--- src/fus_pkg.sv ---
`timescale 1ns / 1ps
`default_nettype none

package fus_pkg;

  typedef enum logic [2:0] {
    PH_IDLE  = 3'd0,
    PH_START = 3'd1,
    PH_DATA  = 3'd2,
    PH_WRITE = 3'd3,
    PH_END   = 3'd4
  } phase_t;

  // Event kinds carried in in_tuser.
  localparam logic [1:0] FUNC_BEGIN = 2'd0;
  localparam logic [1:0] FUNC_FRAME = 2'd1;
  localparam logic [1:0] FUNC_WRITE = 2'd2;

  localparam logic [7:0] FT_START = 8'd1;
  localparam logic [7:0] FT_DATA  = 8'd2;
  localparam logic [7:0] FT_END   = 8'd3;

  localparam logic [1:0] ACK_OK  = 2'd0;
  localparam logic [1:0] ACK_ERR = 2'd1;
  localparam logic [1:0] ACK_END = 2'd2;

  localparam logic [1:0] CMD_NONE = 2'd0;
  localparam logic [1:0] CMD_META = 2'd1;
  localparam logic [1:0] CMD_PROG = 2'd2;

  localparam logic REG_STORED_VERSION = 1'b0;
  localparam logic REG_ERROR_LIMIT    = 1'b1;

  localparam logic [17:0] META_ADDR     = 18'h0FC00;
  localparam logic [17:0] FW_BASE_ADDR  = 18'h10000;
  localparam logic [10:0] META_LEN      = 11'd4;
  localparam logic [7:0]  ERR_LIMIT_RST = 8'd10;
  localparam logic [7:0]  ERR_CNT_MAX   = 8'hFF;

  localparam int IN_DATA_W  = 64;
  localparam int OUT_DATA_W = 72;

  typedef struct packed {
    logic [1:0]  func;
    logic [7:0]  frame_type;
    logic        frame_ok;
    logic [15:0] version;
    logic [15:0] fw_size;
    logic [15:0] msg_size;
    logic        write_ok;
  } in_item_t;

  typedef struct packed {
    logic        ack_valid;
    logic [1:0]  ack_code;
    logic [1:0]  flash_cmd;
    logic [17:0] flash_addr;
    logic [10:0] flash_len;
    logic [15:0] meta_version;
    logic [15:0] meta_size;
    logic        reset_request;
    logic        update_done;
  } result_t;

endpackage

`default_nettype wire

--- src/firmware_update_frame_sequencer_top.sv ---
`timescale 1ns / 1ps
`default_nettype none

// Firmware update frame sequencer. Each input transaction is one event (begin update,
// checked frame, or flash page outcome, selected by in_tuser) and gives at most one
// result transaction carrying the host acknowledge, the flash command and the reset and
// done flags. The block takes one event per cycle while the output is not stalled: an
// event is held in the input register, the sequencing logic updates the state and forms
// the result when the output register is free or being drained, and the output register
// then offers the result. Events that cause no result leave the output untouched.
// Back-pressure on the output stalls the input only when a result is waiting and another
// event is held in the input register behind it. Configuration writes are taken in any
// cycle and must be made only while the block is idle.

module firmware_update_frame_sequencer_top #(
  parameter int PAGE_BYTES = 1024
) (
  input  wire logic        clk,
  input  wire logic        rst_n,
  input  wire logic        in_tvalid,
  output logic             in_tready,
  // frame_type[7:0], frame_ok[8], version[24:9], fw_size[40:25], msg_size[56:41],
  // write_ok[57], zero fill[63:58]
  input  wire logic [63:0] in_tdata,
  // func[1:0]
  input  wire logic [1:0]  in_tuser,
  output logic             out_tvalid,
  input  wire logic        out_tready,
  // ack_valid[0], ack_code[2:1], flash_cmd[4:3], flash_addr[22:5], flash_len[33:23],
  // meta_version[49:34], meta_size[65:50], reset_request[66], update_done[67],
  // zero fill[71:68]
  output logic [71:0]      out_tdata,
  input  wire logic        cfg_we,
  input  wire logic        cfg_idx,
  input  wire logic [15:0] cfg_data
);

  logic              item_valid;
  fus_pkg::in_item_t item;
  logic              fire;
  logic              res_valid;
  fus_pkg::result_t  res;

  // The sequencing step runs when an event is held and the output register is free or being drained.
  assign fire = item_valid && (!out_tvalid || out_tready);

  fus_in_stage u_in (
    .clk        (clk),
    .rst_n      (rst_n),
    .in_tvalid  (in_tvalid),
    .in_tready  (in_tready),
    .in_tdata   (in_tdata),
    .in_tuser   (in_tuser),
    .advance    (fire),
    .item_valid (item_valid),
    .item       (item)
  );

  fus_core #(
    .PAGE_BYTES (PAGE_BYTES)
  ) u_core (
    .clk       (clk),
    .rst_n     (rst_n),
    .fire      (fire),
    .item      (item),
    .cfg_we    (cfg_we),
    .cfg_idx   (cfg_idx),
    .cfg_data  (cfg_data),
    .res_valid (res_valid),
    .res       (res)
  );

  fus_out_stage u_out (
    .clk        (clk),
    .rst_n      (rst_n),
    .load       (res_valid),
    .res        (res),
    .out_tvalid (out_tvalid),
    .out_tready (out_tready),
    .out_tdata  (out_tdata)
  );

endmodule

`default_nettype wire

--- src/fus_in_stage.sv ---
`timescale 1ns / 1ps
`default_nettype none

module fus_in_stage (
  input  wire logic                            clk,
  input  wire logic                            rst_n,
  input  wire logic                            in_tvalid,
  output logic                                 in_tready,
  input  wire logic [fus_pkg::IN_DATA_W-1:0]   in_tdata,
  input  wire logic [1:0]                      in_tuser,
  input  wire logic                            advance,
  output logic                                 item_valid,
  output fus_pkg::in_item_t                    item
);

  logic              valid_r;
  logic              valid_nxt;
  fus_pkg::in_item_t item_r;
  logic              accept;

  assign in_tready = !valid_r || advance;
  assign accept    = in_tvalid && in_tready;

  always_comb begin
    valid_nxt = valid_r;
    if (accept) begin
      valid_nxt = 1'b1;
    end else if (advance) begin
      valid_nxt = 1'b0;
    end
  end

  always_ff @(posedge clk) begin
    if (!rst_n) begin
      valid_r <= 1'b0;
    end else begin
      valid_r <= valid_nxt;
    end
  end

  always_ff @(posedge clk) begin
    if (accept) begin
      item_r.func       <= in_tuser;
      item_r.frame_type <= in_tdata[7:0];
      item_r.frame_ok   <= in_tdata[8];
      item_r.version    <= in_tdata[24:9];
      item_r.fw_size    <= in_tdata[40:25];
      item_r.msg_size   <= in_tdata[56:41];
      item_r.write_ok   <= in_tdata[57];
    end
  end

  assign item_valid = valid_r;
  assign item       = item_r;

endmodule

`default_nettype wire

--- src/fus_core.sv ---
`timescale 1ns / 1ps
`default_nettype none

module fus_core #(
  parameter int PAGE_BYTES = 1024
) (
  input  wire logic              clk,
  input  wire logic              rst_n,
  input  wire logic              fire,
  input  wire fus_pkg::in_item_t item,
  input  wire logic              cfg_we,
  input  wire logic              cfg_idx,
  input  wire logic [15:0]       cfg_data,
  output logic                   res_valid,
  output fus_pkg::result_t       res
);

  localparam int PLEN_W = $clog2(PAGE_BYTES + 1);

  fus_pkg::phase_t    phase_r, phase_nxt;
  logic [7:0]         error_count_r, error_count_nxt;
  logic [17:0]        page_address_r, page_address_nxt;
  logic [16:0]        bytes_done_r, bytes_done_nxt;
  logic [16:0]        total_bytes_r, total_bytes_nxt;
  logic [PLEN_W-1:0]  pending_length_r, pending_length_nxt;
  logic [15:0]        stored_version_r, stored_version_nxt;
  logic [7:0]         error_limit_r;

  logic [7:0]         err_inc;
  logic               timeout;
  logic               do_clear;
  logic               err_event;
  logic [15:0]        start_ver;
  logic               start_good;
  logic [16:0]        remaining;
  logic [16:0]        page_len;
  logic [17:0]        done_sum;

  always_comb begin
    err_inc    = (error_count_r == fus_pkg::ERR_CNT_MAX) ? error_count_r
                                                         : error_count_r + 8'd1;
    timeout    = err_inc > error_limit_r;
    start_ver  = (item.version == 16'd0) ? stored_version_r : item.version;
    start_good = item.frame_ok && (item.frame_type == fus_pkg::FT_START)
                 && (start_ver >= stored_version_r);
    remaining  = total_bytes_r - bytes_done_r;
    page_len   = (remaining < 17'(PAGE_BYTES)) ? remaining : 17'(PAGE_BYTES);
    done_sum   = 18'(bytes_done_r) + 18'(pending_length_r);
  end

  always_comb begin
    phase_nxt          = phase_r;
    error_count_nxt    = error_count_r;
    page_address_nxt   = page_address_r;
    bytes_done_nxt     = bytes_done_r;
    total_bytes_nxt    = total_bytes_r;
    pending_length_nxt = pending_length_r;
    stored_version_nxt = stored_version_r;
    res                = '0;
    res_valid          = 1'b0;
    do_clear           = 1'b0;
    err_event          = 1'b0;

    if (fire) begin
      case (item.func)
        fus_pkg::FUNC_BEGIN: begin
          do_clear = 1'b1;
        end
        fus_pkg::FUNC_FRAME: begin
          case (phase_r)
            fus_pkg::PH_START: begin
              res_valid = 1'b1;
              if (!start_good) begin
                err_event = 1'b1;
              end else begin
                error_count_nxt    = 8'd0;
                stored_version_nxt = start_ver;
                total_bytes_nxt    = 17'(item.fw_size) + 17'(item.msg_size);
                bytes_done_nxt     = 17'd0;
                page_address_nxt   = fus_pkg::FW_BASE_ADDR;
                phase_nxt          = (total_bytes_nxt == 17'd0) ? fus_pkg::PH_END
                                                                : fus_pkg::PH_DATA;
                res.ack_valid      = 1'b1;
                res.ack_code       = fus_pkg::ACK_OK;
                res.flash_cmd      = fus_pkg::CMD_META;
                res.flash_addr     = fus_pkg::META_ADDR;
                res.flash_len      = fus_pkg::META_LEN;
                res.meta_version   = start_ver;
                res.meta_size      = item.fw_size;
              end
            end
            fus_pkg::PH_DATA: begin
              res_valid = 1'b1;
              if (!(item.frame_ok && item.frame_type == fus_pkg::FT_DATA)) begin
                err_event = 1'b1;
              end else begin
                pending_length_nxt = PLEN_W'(page_len);
                phase_nxt          = fus_pkg::PH_WRITE;
                res.flash_cmd      = fus_pkg::CMD_PROG;
                res.flash_addr     = page_address_r;
                res.flash_len      = 11'(page_len);
              end
            end
            fus_pkg::PH_END: begin
              res_valid = 1'b1;
              if (!(item.frame_ok && item.frame_type == fus_pkg::FT_END)) begin
                err_event = 1'b1;
              end else begin
                res.ack_valid   = 1'b1;
                res.ack_code    = fus_pkg::ACK_OK;
                res.update_done = 1'b1;
                do_clear        = 1'b1;
              end
            end
            default: ;
          endcase
        end
        fus_pkg::FUNC_WRITE: begin
          if (phase_r == fus_pkg::PH_WRITE) begin
            res_valid = 1'b1;
            if (item.write_ok) begin
              error_count_nxt    = 8'd0;
              bytes_done_nxt     = (done_sum > 18'(total_bytes_r)) ? total_bytes_r
                                                                   : done_sum[16:0];
              page_address_nxt   = page_address_r + 18'(PAGE_BYTES);
              pending_length_nxt = '0;
              phase_nxt          = (bytes_done_nxt >= total_bytes_r) ? fus_pkg::PH_END
                                                                     : fus_pkg::PH_DATA;
              res.ack_valid      = 1'b1;
              res.ack_code       = fus_pkg::ACK_OK;
            end else begin
              err_event = 1'b1;
              // Unless the error limit is reached, a failed page is programmed again in the same transaction.
              if (!timeout) begin
                res.flash_cmd  = fus_pkg::CMD_PROG;
                res.flash_addr = page_address_r;
                res.flash_len  = 11'(pending_length_r);
              end
            end
          end
        end
        default: ;
      endcase

      if (err_event) begin
        res.ack_valid = 1'b1;
        if (timeout) begin
          res.ack_code      = fus_pkg::ACK_END;
          res.reset_request = 1'b1;
          do_clear          = 1'b1;
        end else begin
          res.ack_code    = fus_pkg::ACK_ERR;
          error_count_nxt = err_inc;
        end
      end

      if (do_clear) begin
        phase_nxt          = fus_pkg::PH_IDLE;
        error_count_nxt    = 8'd0;
        page_address_nxt   = fus_pkg::FW_BASE_ADDR;
        bytes_done_nxt     = 17'd0;
        total_bytes_nxt    = 17'd0;
        pending_length_nxt = '0;
        if (item.func == fus_pkg::FUNC_BEGIN) begin
          phase_nxt = fus_pkg::PH_START;
        end
      end
    end
  end

  always_ff @(posedge clk) begin
    if (!rst_n) begin
      phase_r          <= fus_pkg::PH_IDLE;
      error_count_r    <= 8'd0;
      page_address_r   <= fus_pkg::FW_BASE_ADDR;
      bytes_done_r     <= 17'd0;
      total_bytes_r    <= 17'd0;
      pending_length_r <= '0;
      stored_version_r <= 16'd0;
      error_limit_r    <= fus_pkg::ERR_LIMIT_RST;
    end else begin
      phase_r          <= phase_nxt;
      error_count_r    <= error_count_nxt;
      page_address_r   <= page_address_nxt;
      bytes_done_r     <= bytes_done_nxt;
      total_bytes_r    <= total_bytes_nxt;
      pending_length_r <= pending_length_nxt;
      stored_version_r <= stored_version_nxt;
      if (cfg_we && cfg_idx == fus_pkg::REG_STORED_VERSION) begin
        stored_version_r <= cfg_data;
      end
      if (cfg_we && cfg_idx == fus_pkg::REG_ERROR_LIMIT) begin
        error_limit_r <= cfg_data[7:0];
      end
    end
  end

endmodule

`default_nettype wire

--- src/fus_out_stage.sv ---
`timescale 1ns / 1ps
`default_nettype none

module fus_out_stage (
  input  wire logic                             clk,
  input  wire logic                             rst_n,
  input  wire logic                             load,
  input  wire fus_pkg::result_t                 res,
  output logic                                  out_tvalid,
  input  wire logic                             out_tready,
  output logic [fus_pkg::OUT_DATA_W-1:0]        out_tdata
);

  logic                              valid_r;
  logic                              valid_nxt;
  logic [fus_pkg::OUT_DATA_W-1:0]    data_r;

  always_comb begin
    valid_nxt = valid_r;
    if (load) begin
      valid_nxt = 1'b1;
    end else if (out_tready) begin
      valid_nxt = 1'b0;
    end
  end

  always_ff @(posedge clk) begin
    if (!rst_n) begin
      valid_r <= 1'b0;
    end else begin
      valid_r <= valid_nxt;
    end
  end

  always_ff @(posedge clk) begin
    if (load) begin
      data_r <= {4'b0, res.update_done, res.reset_request, res.meta_size,
                 res.meta_version, res.flash_len, res.flash_addr, res.flash_cmd,
                 res.ack_code, res.ack_valid};
    end
  end

  assign out_tvalid = valid_r;
  assign out_tdata  = data_r;

endmodule

`default_nettype wire

--- config.mk ---
export PLATFORM = sky130hd
export DESIGN_NAME = firmware_update_frame_sequencer_top
export DESIGN_NICKNAME = d
export VERILOG_FILES = /design/src/fus_pkg.sv /design/src/firmware_update_frame_sequencer_top.sv /design/src/fus_in_stage.sv /design/src/fus_core.sv /design/src/fus_out_stage.sv
export SDC_FILE = /design/constraint.sdc
export NUM_CORES = 1
export LEC_CHECK = 0
export CAP_MARGIN = 20
export CORE_AREA = 4 4 228 230
export DETAILED_ROUTE_END_ITERATION = 7
export DIE_AREA = 0 0 232 234
export DONT_BUFFER_PORTS = 1
export HOLD_SLACK_MARGIN = 0.06
export SYNTH_ARGS = -nofsm -noshare
export SYNTH_HDL_FRONTEND = slang
export SYNTH_SLANG_ARGS = --single-unit
--- constraint.sdc ---
create_clock -name clk -period 5.85 [get_ports clk]
set_clock_uncertainty 0.05 [all_clocks]
set_input_delay 1.17 -clock clk [delete_from_list [all_inputs] [get_ports clk]]
set_output_delay 1.17 -clock clk [all_outputs]
set_load 0.005 [all_outputs]
==> results of run 1 <==
==> sequential cells by signal, indices dropped and copies added, names as in the netlist <==
| signal | count |
|---|---|
| u_out.out_tdata | 58 |
| u_core.pending_length_r | 11 |
| u_in.item_valid | 1 |
| u_core.error_limit_r | 8 |
| u_in.item | 60 |
| u_out.out_tvalid | 1 |
| u_core.total_bytes_r | 17 |
| u_core.phase_r | 3 |
| u_core.error_count_r | 8 |
| u_core.bytes_done_r | 17 |
| u_core.page_address_r | 8 |
| u_core.stored_version_r | 16 |
==> worst min-delay path, cell delays in order, from the launching register on <==
cell	delay, ps
sky130_fd_sc_hd__dfxtp_1	310
sky130_fd_sc_hd__nand2_1	50
sky130_fd_sc_hd__a21oi_1	50
==> per-layer routing <==
layer	vias to the layer above	share of wire	GRT usage
li1	4778	-	-
met1	4679	0.46	0.167
met2	287	0.46	0.205
met3	53	0.057	0.0255
met4	0	0.022	0.0314
met5	-	0	0
==> synth_stat cells, types with 4 or more instances <==
cell type / count / area [um^2]
sky130_fd_sc_hd__nand2_1: 91 / 342
sky130_fd_sc_hd__o22ai_1: 5 / 31.3
sky130_fd_sc_hd__a211oi_1: 24 / 180
sky130_fd_sc_hd__or3_1: 4 / 25.0
sky130_fd_sc_hd__and4_1: 5 / 43.8
sky130_fd_sc_hd__nor3_1: 15 / 75.1
sky130_fd_sc_hd__o31a_1: 4 / 35.0
sky130_fd_sc_hd__a32o_1: 4 / 40.0
sky130_fd_sc_hd__nor2b_1: 12 / 75.1
sky130_fd_sc_hd__nand2b_1: 12 / 75.1
sky130_fd_sc_hd__ha_1: 107 / 1340
sky130_fd_sc_hd__edfxtp_1: 118 / 3540
sky130_fd_sc_hd__nand4_1: 9 / 56.3
sky130_fd_sc_hd__nor2_1: 78 / 293
sky130_fd_sc_hd__xor2_1: 7 / 61.3
sky130_fd_sc_hd__o21ai_1: 4 / 20.0
sky130_fd_sc_hd__o211ai_1: 13 / 97.6
sky130_fd_sc_hd__nor4_1: 8 / 50.1
sky130_fd_sc_hd__buf_2: 9 / 45.0
sky130_fd_sc_hd__a31oi_1: 8 / 50.1
sky130_fd_sc_hd__buf_4: 15 / 113
sky130_fd_sc_hd__clkbuf_1: 26 / 97.6
sky130_fd_sc_hd__o21a_1: 16 / 120
sky130_fd_sc_hd__o21ai_2: 4 / 35.0
sky130_fd_sc_hd__nand3_1: 29 / 145
sky130_fd_sc_hd__dfxtp_1: 90 / 1800
sky130_fd_sc_hd__a22o_1: 27 / 236
sky130_fd_sc_hd__mux2i_1: 4 / 40.0
sky130_fd_sc_hd__xnor2_1: 26 / 228
sky130_fd_sc_hd__a21o_1: 17 / 128
sky130_fd_sc_hd__a211o_1: 7 / 61.3
sky130_fd_sc_hd__and2_1: 27 / 169
sky130_fd_sc_hd__a21boi_0: 4 / 30.0
sky130_fd_sc_hd__inv_1: 112 / 420
sky130_fd_sc_hd__nor3b_1: 8 / 60.1
sky130_fd_sc_hd__o31ai_1: 6 / 45.0
sky130_fd_sc_hd__and3_1: 11 / 68.8
sky130_fd_sc_hd__a21oi_1: 158 / 791
sky130_fd_sc_hd__o21ai_0: 68 / 340
==> placed cells by master (no fill, tap or decap), types with 5 or more instances in the layout <==
master	Yosys	layout
sky130_fd_sc_hd__a21oi_1	158	152
sky130_fd_sc_hd__edfxtp_1	118	118
sky130_fd_sc_hd__inv_1	112	112
sky130_fd_sc_hd__ha_1	107	106
sky130_fd_sc_hd__nand2_1	91	90
sky130_fd_sc_hd__dfxtp_1	90	89
sky130_fd_sc_hd__nor2_1	78	78
sky130_fd_sc_hd__o21ai_0	68	67
sky130_fd_sc_hd__buf_4	15	58
sky130_fd_sc_hd__nand3_1	29	29
sky130_fd_sc_hd__a22o_1	27	27
sky130_fd_sc_hd__xnor2_1	26	26
sky130_fd_sc_hd__clkbuf_16	0	26
sky130_fd_sc_hd__and2_1	27	25
sky130_fd_sc_hd__a211oi_1	24	24
sky130_fd_sc_hd__a21o_1	17	17
sky130_fd_sc_hd__o21a_1	16	16
sky130_fd_sc_hd__nor3_1	15	13
sky130_fd_sc_hd__o211ai_1	13	13
sky130_fd_sc_hd__nand2b_1	12	12
sky130_fd_sc_hd__nor2b_1	12	11
sky130_fd_sc_hd__and3_1	11	11
sky130_fd_sc_hd__nand4_1	9	9
sky130_fd_sc_hd__nor4_1	8	8
sky130_fd_sc_hd__a31oi_1	8	8
sky130_fd_sc_hd__nor3b_1	8	8
sky130_fd_sc_hd__xor2_1	7	7
sky130_fd_sc_hd__a211o_1	7	7
sky130_fd_sc_hd__a21oi_2	1	6
sky130_fd_sc_hd__o31ai_1	6	6
sky130_fd_sc_hd__clkbuf_1	26	6
sky130_fd_sc_hd__and4_1	5	5
sky130_fd_sc_hd__o21ai_1	4	5
sky130_fd_sc_hd__o22ai_1	5	5
sky130_fd_sc_hd__conb_1	1	5
==> power by group <==
part | internal, mW | leakage (nW) | switching [mW]
Combinational | 0.281 | 3.26 | 0.420
Sequential | 1.60 | 1.73 | 0.0390
Clock | 0.974 | 0.416 | 0.626
==> cell families after synthesis <==
| logic type | synth area share |
|---|---|
| flip-flops | 0.432 |
| AND/OR/NAND/NOR | 0.141 |
| multiplexers | 0.00505 |
| AO/OA/AOI/OAI | 0.228 |
| buffers and inverters | 0.0577 |
| XOR/XNOR | 0.0233 |
| other | 0.000303 |
| adder cells (fa/ha/maj) | 0.113 |
==> layout make-up <==
type / count / share of cell area
clock inverter: 12 / 0.0104
sequential: 208 / 0.373
inverter: 112 / 0.0293
clock buffer: 34 / 0.0489
tap: 672 / 0.0587
multi-input combinational: 909 / 0.448
timing repair buffer: 59 / 0.0314
==> what timing repair did <==
item                       in CTS  in global routing
setup endpoints to repair       2                  2
resized for setup               5                 20
pin swaps                       1                  8
setup buffers                   0                  3
cloned                          0                  0
==> per-stage QoR <==
stage          power (mW)  setup slack, ps  std cells
2_1_floorplan        2.16              429       1285
3_3_place_gp         2.32            -85.6       1957
3_5_place_dp         2.34             -238       1957
4_1_cts              3.98             10.1       2003
5_1_grt              4.13            -10.8       2006
6_report             3.94              284       2006
==> worst max path at each step <==
stage	slack (ps)	endpoint	cells past startpoint	start
2_1_floorplan	430	u_core.phase_r[1]$_SDFFE_PN0P_	29	u_core.pending_length_r[0]$_SDFFE_PN0P_
3_3_place_gp	-90	u_core.phase_r[1]$_SDFFE_PN0P_	30	u_core.pending_length_r[0]$_SDFFE_PN0P_
3_5_place_dp	-240	u_core.phase_r[1]$_SDFFE_PN0P_	27	u_core.pending_length_r[0]$_SDFFE_PN0P_
4_1_cts	10	u_core.phase_r[1]$_SDFFE_PN0P_	29	u_core.pending_length_r[0]$_SDFFE_PN0P_
5_1_grt	-10	u_core.phase_r[1]$_SDFFE_PN0P_	29	u_core.bytes_done_r[0]$_SDFFE_PN0P_
6_report	280	u_core.phase_r[1]$_SDFFE_PN0P_	29	u_core.pending_length_r[0]$_SDFFE_PN0P_
==> impl_metrics.sql, run 1 <==
INSERT INTO impl_metrics (metric_group, metric, value, unit) VALUES
('final_layout', 'insertedDiodeCount', '0', ''),
('die', 'die_width', '232', 'um'),
('die', 'io-pin-count', '162', ''),
('setup_path', 'cp.arrival', '6010', 'ps'),
('pwr', 'ir_worst_vdd', '291', 'uV'),
('sta', 'timing.final.max_slew_violations', '0', ''),
('setup_path', 'crit-reg2reg-launch', 'u_core.pending_length_r[0]$_SDFFE_PN0P_', ''),
('synthesis', 'async_reset_ff_frac', '0', ''),
('drt', 'wl_per_cell', '17.5', 'um'),
('status', 'outcome', 'finished clean', ''),
('synthesis', 'count_of_unique_library_cells_instantiated_by_yosys', '96', ''),
('cts', 'cts_hold_buffers_added', '0', ''),
('run', 'maxCapViolations', '0', ''),
('final_layout', 'fraction_of_layout_cells_with_a_size_suffix_above_1', '0.116', ''),
('drt', 'avgViaCountPerCell', '4.88', ''),
('final_layout', 'post-route-cell-area', '14300', 'um^2'),
('setup_path', 'largest_stage_delay_on_the_critical_path', '530', 'ps'),
('die', 'core_area', '49900', 'um^2'),
('placement', 'port-buffer-count', '0', ''),
('drt', 'post-route-drc-count', '0', ''),
('global_routing', 'wire_length_of_the_first_global_routing_pass', '53900', 'um'),
('placement', 'area_after_dpl', '13400', 'um^2'),
('final_layout', 'fillerInstances', '5271', ''),
('hold_path', 'min_path_type', 'reg2reg', ''),
('global_routing', 'gr-usage-all-layers', '0.124', ''),
('sta', 'finalWorstPathRequiredPeriod', '5570', 'ps'),
('final_layout', 'synthToLayoutAreaGrowth', '15.8', '%'),
('die', 'std_cell_rows', '82', ''),
('die', 'die_area', '54300', 'um^2'),
('synthesis', 'synth_area', '12400', 'um^2'),
('hold_path', 'min_delay_worst_endpoint', 'u_core.error_limit_r[2]$_SDFFE_PN0P_', ''),
('sta', 'fin_crit_sh', '0.951', ''),
('cts', 'cts.reportedPaths.clkPinSlew', '60', 'ps'),
('cts', 'ctsHtreeMaxLevel', '1', ''),
('die', 'die_height', '234', 'um'),
('drt', 'drtPass1Iterations', '5', ''),
('final_layout', 'seq_area', '5350', 'um^2'),
('synthesis', 'synth_edf_count', '118', ''),
('placement', 'globalplace.congestion', '0.898', ''),
('drt', 'postRouteWirelength', '35100', 'um'),
('synthesis', 'synthCells', '1281', ''),
('synthesis', 'synth_top_flop_cell', 'sky130_fd_sc_hd__edfxtp_1', ''),
('setup_path', 'reg2reg_depth', '29', ''),
('synthesis', 'ys_ff_latch', '208', ''),
('cts', 'cts-root-to-sink-buffers', '3', ''),
('global_routing', 'vias_in_the_first_global_route', '9540', ''),
('cts', 'cts_buffers', '25', ''),
('synthesis', 'synth_seq_area_share', '0.432', ''),
('setup_path', 'endpoint_kind', 'flop', ''),
('sta', 'timing.final.hold_violations', '0', ''),
('synthesis', 'syn_avg_cell_area', '9.66', 'um^2'),
('die', 'initial_core_util', '0.248', ''),
('cts', 'clkSinkCount', '208', ''),
('sta', 'fmax', '180', 'MHz'),
('sta', 'tightest_slew', '1130', 'ps'),
('global_routing', 'pin_count_of_the_biggest_net_entering_global_routing', '56', ''),
('pwr', 'total_leakage_power', '5.40', 'nW'),
('final_layout', 'postLayoutCoreUtil', '0.287', ''),
('cts', 'clock_latency', '550', 'ps'),
('setup_path', 'worst-endpoint-required', '6290', 'ps'),
('setup_path', 'cp_common_cell', 'sky130_fd_sc_hd__buf_4', ''),
('sta', 'relSlewSlack', '0.247', ''),
('setup_path', 'worst-path-max-fanout', '9', ''),
('drt', 'drt_iter0_drc', '694', ''),
('drt', 'via_count', '9797', ''),
('sta', 'finalSetupViolations', '0', ''),
('setup_path', 'timing.setup.critical_path_class', 'reg2reg', ''),
('hold_path', 'start_point_of_the_worst_min_delay_path', 'u_core.error_limit_r[2]$_SDFFE_PN0P_', ''),
('global_routing', 'global_route.overflow_total', '0', ''),
('drt', 'drtAntennaViolNets', '0', ''),
('setup_path', 'worstSetupStartpointType', 'flop', '');
(Power assumes the default switching activity.)
==> run 2: changes to the inputs <==
- clock period: 5.85 -> 7.1 ns (I/O delays scaled with it)
==> impl_metrics.sql, run 2 (same netlist as run 1, synthesis figures left out) <==
INSERT INTO impl_metrics (metric_group, metric, value, unit) VALUES
('drt', 'drtAntennaViolNets', '0', ''),
('final_layout', 'total_number_of_nets_in_the_final_design', '1462', ''),
('drt', 'drt_iter0_drc', '771', ''),
('cts', 'clock_tree.root_cell', 'sky130_fd_sc_hd__clkbuf_16', ''),
('cts', 'post_cts.resized_instances', '0', ''),
('global_routing', 'antenna_found_initial', '3', ''),
('cts', 'clkSinkCount', '208', ''),
('global_routing', 'vias_in_the_first_global_route', '9358', ''),
('cts', 'cts_hold_buffers_added', '0', ''),
('setup_path', 'worst-path-max-fanout', '17', ''),
('sta', 'timing.final.hold_violations', '0', ''),
('final_layout', 'postLayoutCoreUtil', '0.280', ''),
('hold_path', 'min_path_type', 'reg2reg', ''),
('setup_path', 'worst-endpoint-required', '7560', 'ps'),
('die', 'die_width', '232', 'um'),
('cts', 'cts_buffers', '26', ''),
('die', 'die_height', '234', 'um'),
('placement', 'place.detailed.instances', '1908', ''),
('cts', 'ctsHtreeMaxLevel', '1', ''),
('run', 'maxCapViolations', '0', ''),
('drt', 'via_count', '9638', ''),
('final_layout', 'synthToLayoutAreaGrowth', '12.6', '%'),
('hold_path', 'timing.hold.worst_path_depth', '2', ''),
('final_layout', 'layout_commonest_cell', 'sky130_fd_sc_hd__a21oi_1', ''),
('placement', 'globalplace.congestion', '0.908', ''),
('final_layout', 'stdcell_count', '1957', ''),
('cts', 'post-cts-setup-buffers', '0', ''),
('drt', 'postRouteWirelength', '34700', 'um'),
('final_layout', 'seq_area', '5350', 'um^2'),
('die', 'initial_core_util', '0.248', ''),
('cts', 'clock_tree_from_tritoncts', 'built', ''),
('global_routing', 'gr-usage-all-layers', '0.123', ''),
('global_routing', 'wire_length_of_the_first_global_routing_pass', '53400', 'um'),
('final_layout', 'largest_register_ffs', '60', ''),
('final_layout', 'post-route-cell-area', '13900', 'um^2'),
('drt', 'wl_per_cell', '17.7', 'um'),
('sta', 'setup_repair_after_global_routing_missed_its_margin', 'false', ''),
('drt', 'post-route-drc-count', '0', ''),
('die', 'std_cell_rows', '82', ''),
('pwr', 'total_leakage_power', '5.14', 'nW'),
('status', 'outcome', 'finished clean', ''),
('cts', 'cts.reportedPaths.clkPinSlew', '60', 'ps'),
('die', 'core_area', '49900', 'um^2'),
('placement', 'port-buffer-count', '0', ''),
('pwr', 'power_per_cell_area', '238', 'nW/um^2'),
('sta', 'fmax', '153', 'MHz'),
('placement', 'area_after_dpl', '13000', 'um^2'),
('sta', 'relSlewSlack', '0.306', ''),
('sta', 'fin_crit_sh', '0.921', ''),
('placement', 'detailed_place_hpwl', '25700', 'um'),
('sta', 'finalWorstPathRequiredPeriod', '6540', 'ps'),
('setup_path', 'worstSetupStartpointType', 'flop', ''),
('cts', 'clock_latency', '580', 'ps'),
('setup_path', 'reg2reg_depth', '26', ''),
('final_layout', 'multi_input_comb_area', '6350', 'um^2'),
('cts', 'cts-root-to-sink-buffers', '3', ''),
('die', 'die_area', '54300', 'um^2'),
('die', 'io-pin-count', '162', ''),
('pwr', 'totalPowerFinal', '3.31', 'mW'),
('sta', 'tns', '0', 'ps'),
('final_layout', 'fraction_of_layout_cells_with_a_size_suffix_above_1', '0.0755', ''),
('setup_path', 'cp.arrival', '7000', 'ps'),
('drt', 'avgViaCountPerCell', '4.92', ''),
('final_layout', 'layout_common_cells', '157 x sky130_fd_sc_hd__a21oi_1, 118 x sky130_fd_sc_hd__edfxtp_1, 112 x sky130_fd_sc_hd__inv_1', ''),
('drt', 'drtPass1Iterations', '7', ''),
('sta', 'timing.final.max_slew_violations', '0', ''),
('global_routing', 'global_route.overflow_total', '0', ''),
('setup_path', 'endpoint_kind', 'flop', ''),
('final_layout', 'fillerInstances', '5284', ''),
('sta', 'tightest_slew', '1040', 'ps'),
('setup_path', 'timing.setup.critical_path_class', 'reg2reg', ''),
('global_routing', 'pin_count_of_the_biggest_net_entering_global_routing', '56', ''),
('sta', 'finalSetupViolations', '0', ''),
('pwr', 'ir_worst_vdd', '218', 'uV');
==> run 2: changes by cell type in the layout (fill, tap and decap cells not counted), sizes merged <==
cell and change:
buf -52, bufinv +2, clkbuf -8, clkinv +4, clkinvlp +2, diode +1, inv +2
==> run 2: critical path, cell delays in order (launching register included) <==
cell and delay (ps):
sky130_fd_sc_hd__dfxtp_1 370, sky130_fd_sc_hd__ha_1 180, sky130_fd_sc_hd__inv_1 50, sky130_fd_sc_hd__fa_1 400
sky130_fd_sc_hd__nor2b_1 180, sky130_fd_sc_hd__o31a_1 230, sky130_fd_sc_hd__o221a_2 250, sky130_fd_sc_hd__o311ai_0 170
sky130_fd_sc_hd__and2_1 270, sky130_fd_sc_hd__nor3_1 320, sky130_fd_sc_hd__xnor2_1 160, sky130_fd_sc_hd__ha_1 340
sky130_fd_sc_hd__nand2_1 80, sky130_fd_sc_hd__nor3_1 250, sky130_fd_sc_hd__nand3_1 100, sky130_fd_sc_hd__o21ai_0 80
sky130_fd_sc_hd__a31o_2 380, sky130_fd_sc_hd__and2_0 550, sky130_fd_sc_hd__buf_4 310, sky130_fd_sc_hd__o21ai_0 110
sky130_fd_sc_hd__ha_1 200, sky130_fd_sc_hd__or4_1 500, sky130_fd_sc_hd__a21oi_1 130, sky130_fd_sc_hd__o21ai_0 130
sky130_fd_sc_hd__a221oi_1 280, sky130_fd_sc_hd__o32a_1 230, sky130_fd_sc_hd__a41o_1 170
==> run 2: layout make-up <==
type / instances / area share
Sequential cell: 208 / 0.383
Timing Repair Buffer: 7 / 0.00377
Clock buffer: 26 / 0.0467
Inverter: 112 / 0.0302
Tap cell: 672 / 0.0603
Clock inverter: 22 / 0.0201
Multi-Input combinational cell: 909 / 0.455
Antenna cell: 1 / 0.000180
==> run 2: worst paths after layout <==
| check | from | endpoint | slack, ps |
|---|---|---|---|
| min | u_core.error_limit_r[2]$_SDFFE_PN0P_ | u_core.error_limit_r[2]$_SDFFE_PN0P_ | 410 |
| max reg2reg | u_core.bytes_done_r[0]$_SDFFE_PN0P_ | u_core.phase_r[1]$_SDFFE_PN0P_ | 560 |
| max | u_core.bytes_done_r[0]$_SDFFE_PN0P_ | u_core.phase_r[1]$_SDFFE_PN0P_ | 560 |
| min reg2reg | u_core.error_limit_r[2]$_SDFFE_PN0P_ | u_core.error_limit_r[2]$_SDFFE_PN0P_ | 410 |
==> run 2: metrics by stage <==
stage                     hold slack [ps]  worst slack, ps
after floorplan                       386             1680
after global placement                396              761
after detailed placement              401              707
after CTS                             409              660
after global routing                  425             70.5
final                                 408              561
==> run 2: report_power, final <==
group	total [mW]	internal, mW	switching (mW)
Clock	1.44	0.861	0.580
Sequential	1.35	1.32	0.0322
Combinational	0.522	0.191	0.331
Total	3.31	2.37	0.943
==> run 2: metal layers <==
metal | track usage | vias up | share of wire
met2 | 0.198 | 318 | 0.45
met5 | 0 | - | 0.00037
met4 | 0.0323 | 2 | 0.026
met3 | 0.0326 | 54 | 0.069
met1 | 0.165 | 4587 | 0.45
li1 | - | 4677 | -
==> run 3: changes to the inputs <==
- PLACE_DENSITY_LB_ADDON: unset -> 0.12
==> impl_metrics.sql, run 3 (same netlist as run 1, synthesis figures left out) <==
INSERT INTO impl_metrics (metric_group, metric, value, unit) VALUES
('setup_path', 'worstSetupStartpointType', 'flop', ''),
('hold_path', 'start_point_of_the_worst_min_delay_path', 'u_core.error_limit_r[4]$_SDFFE_PN0P_', ''),
('global_routing', 'antenna_found_initial', '9', ''),
('die', 'initial_core_util', '0.248', ''),
('die', 'die_width', '232', 'um'),
('setup_path', 'worst_case_register_to_register_setup_slack', '660', 'ps'),
('cts', 'cts_buffers', '28', ''),
('global_routing', 'gr-usage-all-layers', '0.135', ''),
('final_layout', 'layout_commonest_cell', 'sky130_fd_sc_hd__a21oi_1', ''),
('die', 'core_area', '49900', 'um^2'),
('setup_path', 'reg2reg_depth', '26', ''),
('final_layout', 'layout_common_cells', '157 x sky130_fd_sc_hd__a21oi_1, 118 x sky130_fd_sc_hd__edfxtp_1, 111 x sky130_fd_sc_hd__inv_1', ''),
('setup_path', 'worst-endpoint-required', '7550', 'ps'),
('die', 'io-pin-count', '162', ''),
('die', 'die_height', '234', 'um'),
('cts', 'post-cts-setup-buffers', '0', ''),
('setup_path', 'crit-reg2reg-launch', 'u_core.bytes_done_r[0]$_SDFFE_PN0P_', ''),
('sta', 'finalWorstSetupSlack', '664', 'ps'),
('sta', 'tns', '0', 'ps'),
('cts', 'ctsHtreeMaxLevel', '1', ''),
('sta', 'tightest_slew', '1070', 'ps'),
('setup_path', 'largest_stage_delay_on_the_critical_path', '460', 'ps'),
('placement', 'globalplace.congestion', '0.825', ''),
('sta', 'finalSetupViolations', '0', ''),
('sta', 'fmax', '155', 'MHz'),
('drt', 'post-route-drc-count', '0', ''),
('drt', 'avgViaCountPerCell', '4.78', ''),
('setup_path', 'timing.setup.critical_path_class', 'reg2reg', ''),
('cts', 'cts_hold_buffers_added', '0', ''),
('global_routing', 'vias_in_the_first_global_route', '9657', ''),
('global_routing', 'wire_length_of_the_first_global_routing_pass', '57700', 'um'),
('sta', 'fin_crit_sh', '0.907', ''),
('cts', 'clock_tree.root_cell', 'sky130_fd_sc_hd__clkbuf_16', ''),
('drt', 'drtPass1Iterations', '5', ''),
('die', 'die_area', '54300', 'um^2'),
('placement', 'detailedPlace.worstSlack', '716', 'ps'),
('run', 'maxCapViolations', '0', ''),
('final_layout', 'largest_register_ffs', '60', ''),
('sta', 'timing.final.max_slew_violations', '0', ''),
('drt', 'drtAntennaViolNets', '0', ''),
('sta', 'relSlewSlack', '0.285', ''),
('final_layout', 'total_number_of_nets_in_the_final_design', '1469', ''),
('final_layout', 'synthToLayoutAreaGrowth', '13.6', '%'),
('cts', 'cts-root-to-sink-buffers', '3', ''),
('setup_path', 'regToRegEndpoint', 'u_core.phase_r[1]$_SDFFE_PN0P_', ''),
('cts', 'cts.reportedPaths.clkPinSlew', '60', 'ps'),
('global_routing', 'pin_count_of_the_biggest_net_entering_global_routing', '60', ''),
('global_routing', 'global_route.overflow_total', '0', ''),
('sta', 'setup_repair_after_global_routing_missed_its_margin', 'false', ''),
('cts', 'clkSinkCount', '208', ''),
('placement', 'port-buffer-count', '0', ''),
('hold_path', 'timing.hold.worst_path_depth', '2', ''),
('hold_path', 'min_delay_worst_endpoint', 'u_core.error_limit_r[4]$_SDFFE_PN0P_', ''),
('cts', 'clock_latency', '560', 'ps'),
('sta', 'timing.final.hold_violations', '0', ''),
('setup_path', 'cpMaxStageDelayCell', 'sky130_fd_sc_hd__or4_1', ''),
('die', 'std_cell_rows', '82', ''),
('placement', 'detailed_place_hpwl', '27200', 'um'),
('drt', 'via_count', '9416', ''),
('pwr', 'power_per_cell_area', '244', 'nW/um^2'),
('sta', 'finalWorstPathRequiredPeriod', '6440', 'ps'),
('setup_path', 'worst-path-max-fanout', '12', ''),
('pwr', 'ir_worst_vdd', '193', 'uV'),
('setup_path', 'endpoint_kind', 'flop', ''),
('drt', 'postRouteWirelength', '37200', 'um'),
('final_layout', 'fraction_of_layout_cells_with_a_size_suffix_above_1', '0.0766', ''),
('drt', 'drt_iter0_drc', '439', ''),
('setup_path', 'cp_common_cell', 'sky130_fd_sc_hd__ha_1', ''),
('cts', 'clock_tree_from_tritoncts', 'built', ''),
('drt', 'wl_per_cell', '18.9', 'um'),
('setup_path', 'cp.arrival', '6890', 'ps'),
('cts', 'post_cts.resized_instances', '0', ''),
('status', 'outcome', 'finished clean', ''),
('hold_path', 'min_path_type', 'reg2reg', ''),
('pwr', 'total_leakage_power', '5.18', 'nW');
## run 3: cell count changes in the layout (fill, tap and decap cells not counted), sizes merged
cell | before | now
inv | 115 | 113
diode | 1 | 6
clkinv | 12 | 9
buf | 7 | 12
bufinv | 5 | 6
clkbuf | 26 | 34
## run 3: report_power, final
group	leakage, nW	switching, mW	internal [mW]
Combinational	2.98	0.343	0.196
Sequential	1.73	0.0306	1.32
Clock	0.478	0.582	0.957
Total	5.18	0.955	2.47
## run 3: area by class of cell
| class | count | area, um^2 |
|---|---|---|
| flip-flops and latches | 208 | 5350 |
| clock inverters | 18 | 267 |
| well taps | 672 | 841 |
| diodes | 6 | 15.0 |
| clock buffers | 34 | 733 |
| fillers | 5322 | 35800 |
| inverters | 112 | 420 |
| repair buffers | 12 | 90.1 |
| multi-input cells | 909 | 6350 |
## run 3: critical path, delay by kind of cell (launching register included)
family	cells	cell delay, ps
DFF	1	370
xor gates and xnor gates	1	150
buffers and inverters	3	450
adders and majority gates	4	1090
AOI/OAI and AO/OA	11	2270
and+or+nand+nor	7	1980
## run 3: per-layer routing
metal  part of all wire  GRT usage  wire, um
met1               0.48      0.184     17800
met2               0.45      0.215     16700
met3              0.053     0.0330      1970
met4              0.021     0.0361       769
met5            0.00070          0        26
## run 3: worst max path at each step
| stage | from | to | slack [ps] | cells past startpoint |
|---|---|---|---|---|
| 2_1_floorplan | u_core.pending_length_r[0]$_SDFFE_PN0P_ | u_core.phase_r[1]$_SDFFE_PN0P_ | 1680 | 29 |
| 3_3_place_gp | u_core.bytes_done_r[0]$_SDFFE_PN0P_ | u_core.phase_r[1]$_SDFFE_PN0P_ | 770 | 26 |
| 3_5_place_dp | u_core.bytes_done_r[0]$_SDFFE_PN0P_ | u_core.phase_r[1]$_SDFFE_PN0P_ | 720 | 27 |
| 4_1_cts | u_core.bytes_done_r[0]$_SDFFE_PN0P_ | u_core.phase_r[1]$_SDFFE_PN0P_ | 670 | 27 |
| 5_1_grt | u_core.bytes_done_r[0]$_SDFFE_PN0P_ | u_core.phase_r[1]$_SDFFE_PN0P_ | 70 | 28 |
| 6_report | u_core.bytes_done_r[0]$_SDFFE_PN0P_ | u_core.phase_r[1]$_SDFFE_PN0P_ | 660 | 26 |
## run 3: metrics by stage
step           area, um^2  total power [mW]  utilization  std cells  hold slack [ps]
2_1_floorplan       12400              1.78            -       1285              386
3_3_place_gp        13000              1.92        0.262       1913              396
3_5_place_dp        13000              1.92        0.262       1913              400
4_1_cts             14000              3.49        0.282       1965              407
5_1_grt             14000              3.61        0.282       1967              436
6_report            14100              3.42        0.282       1971              406
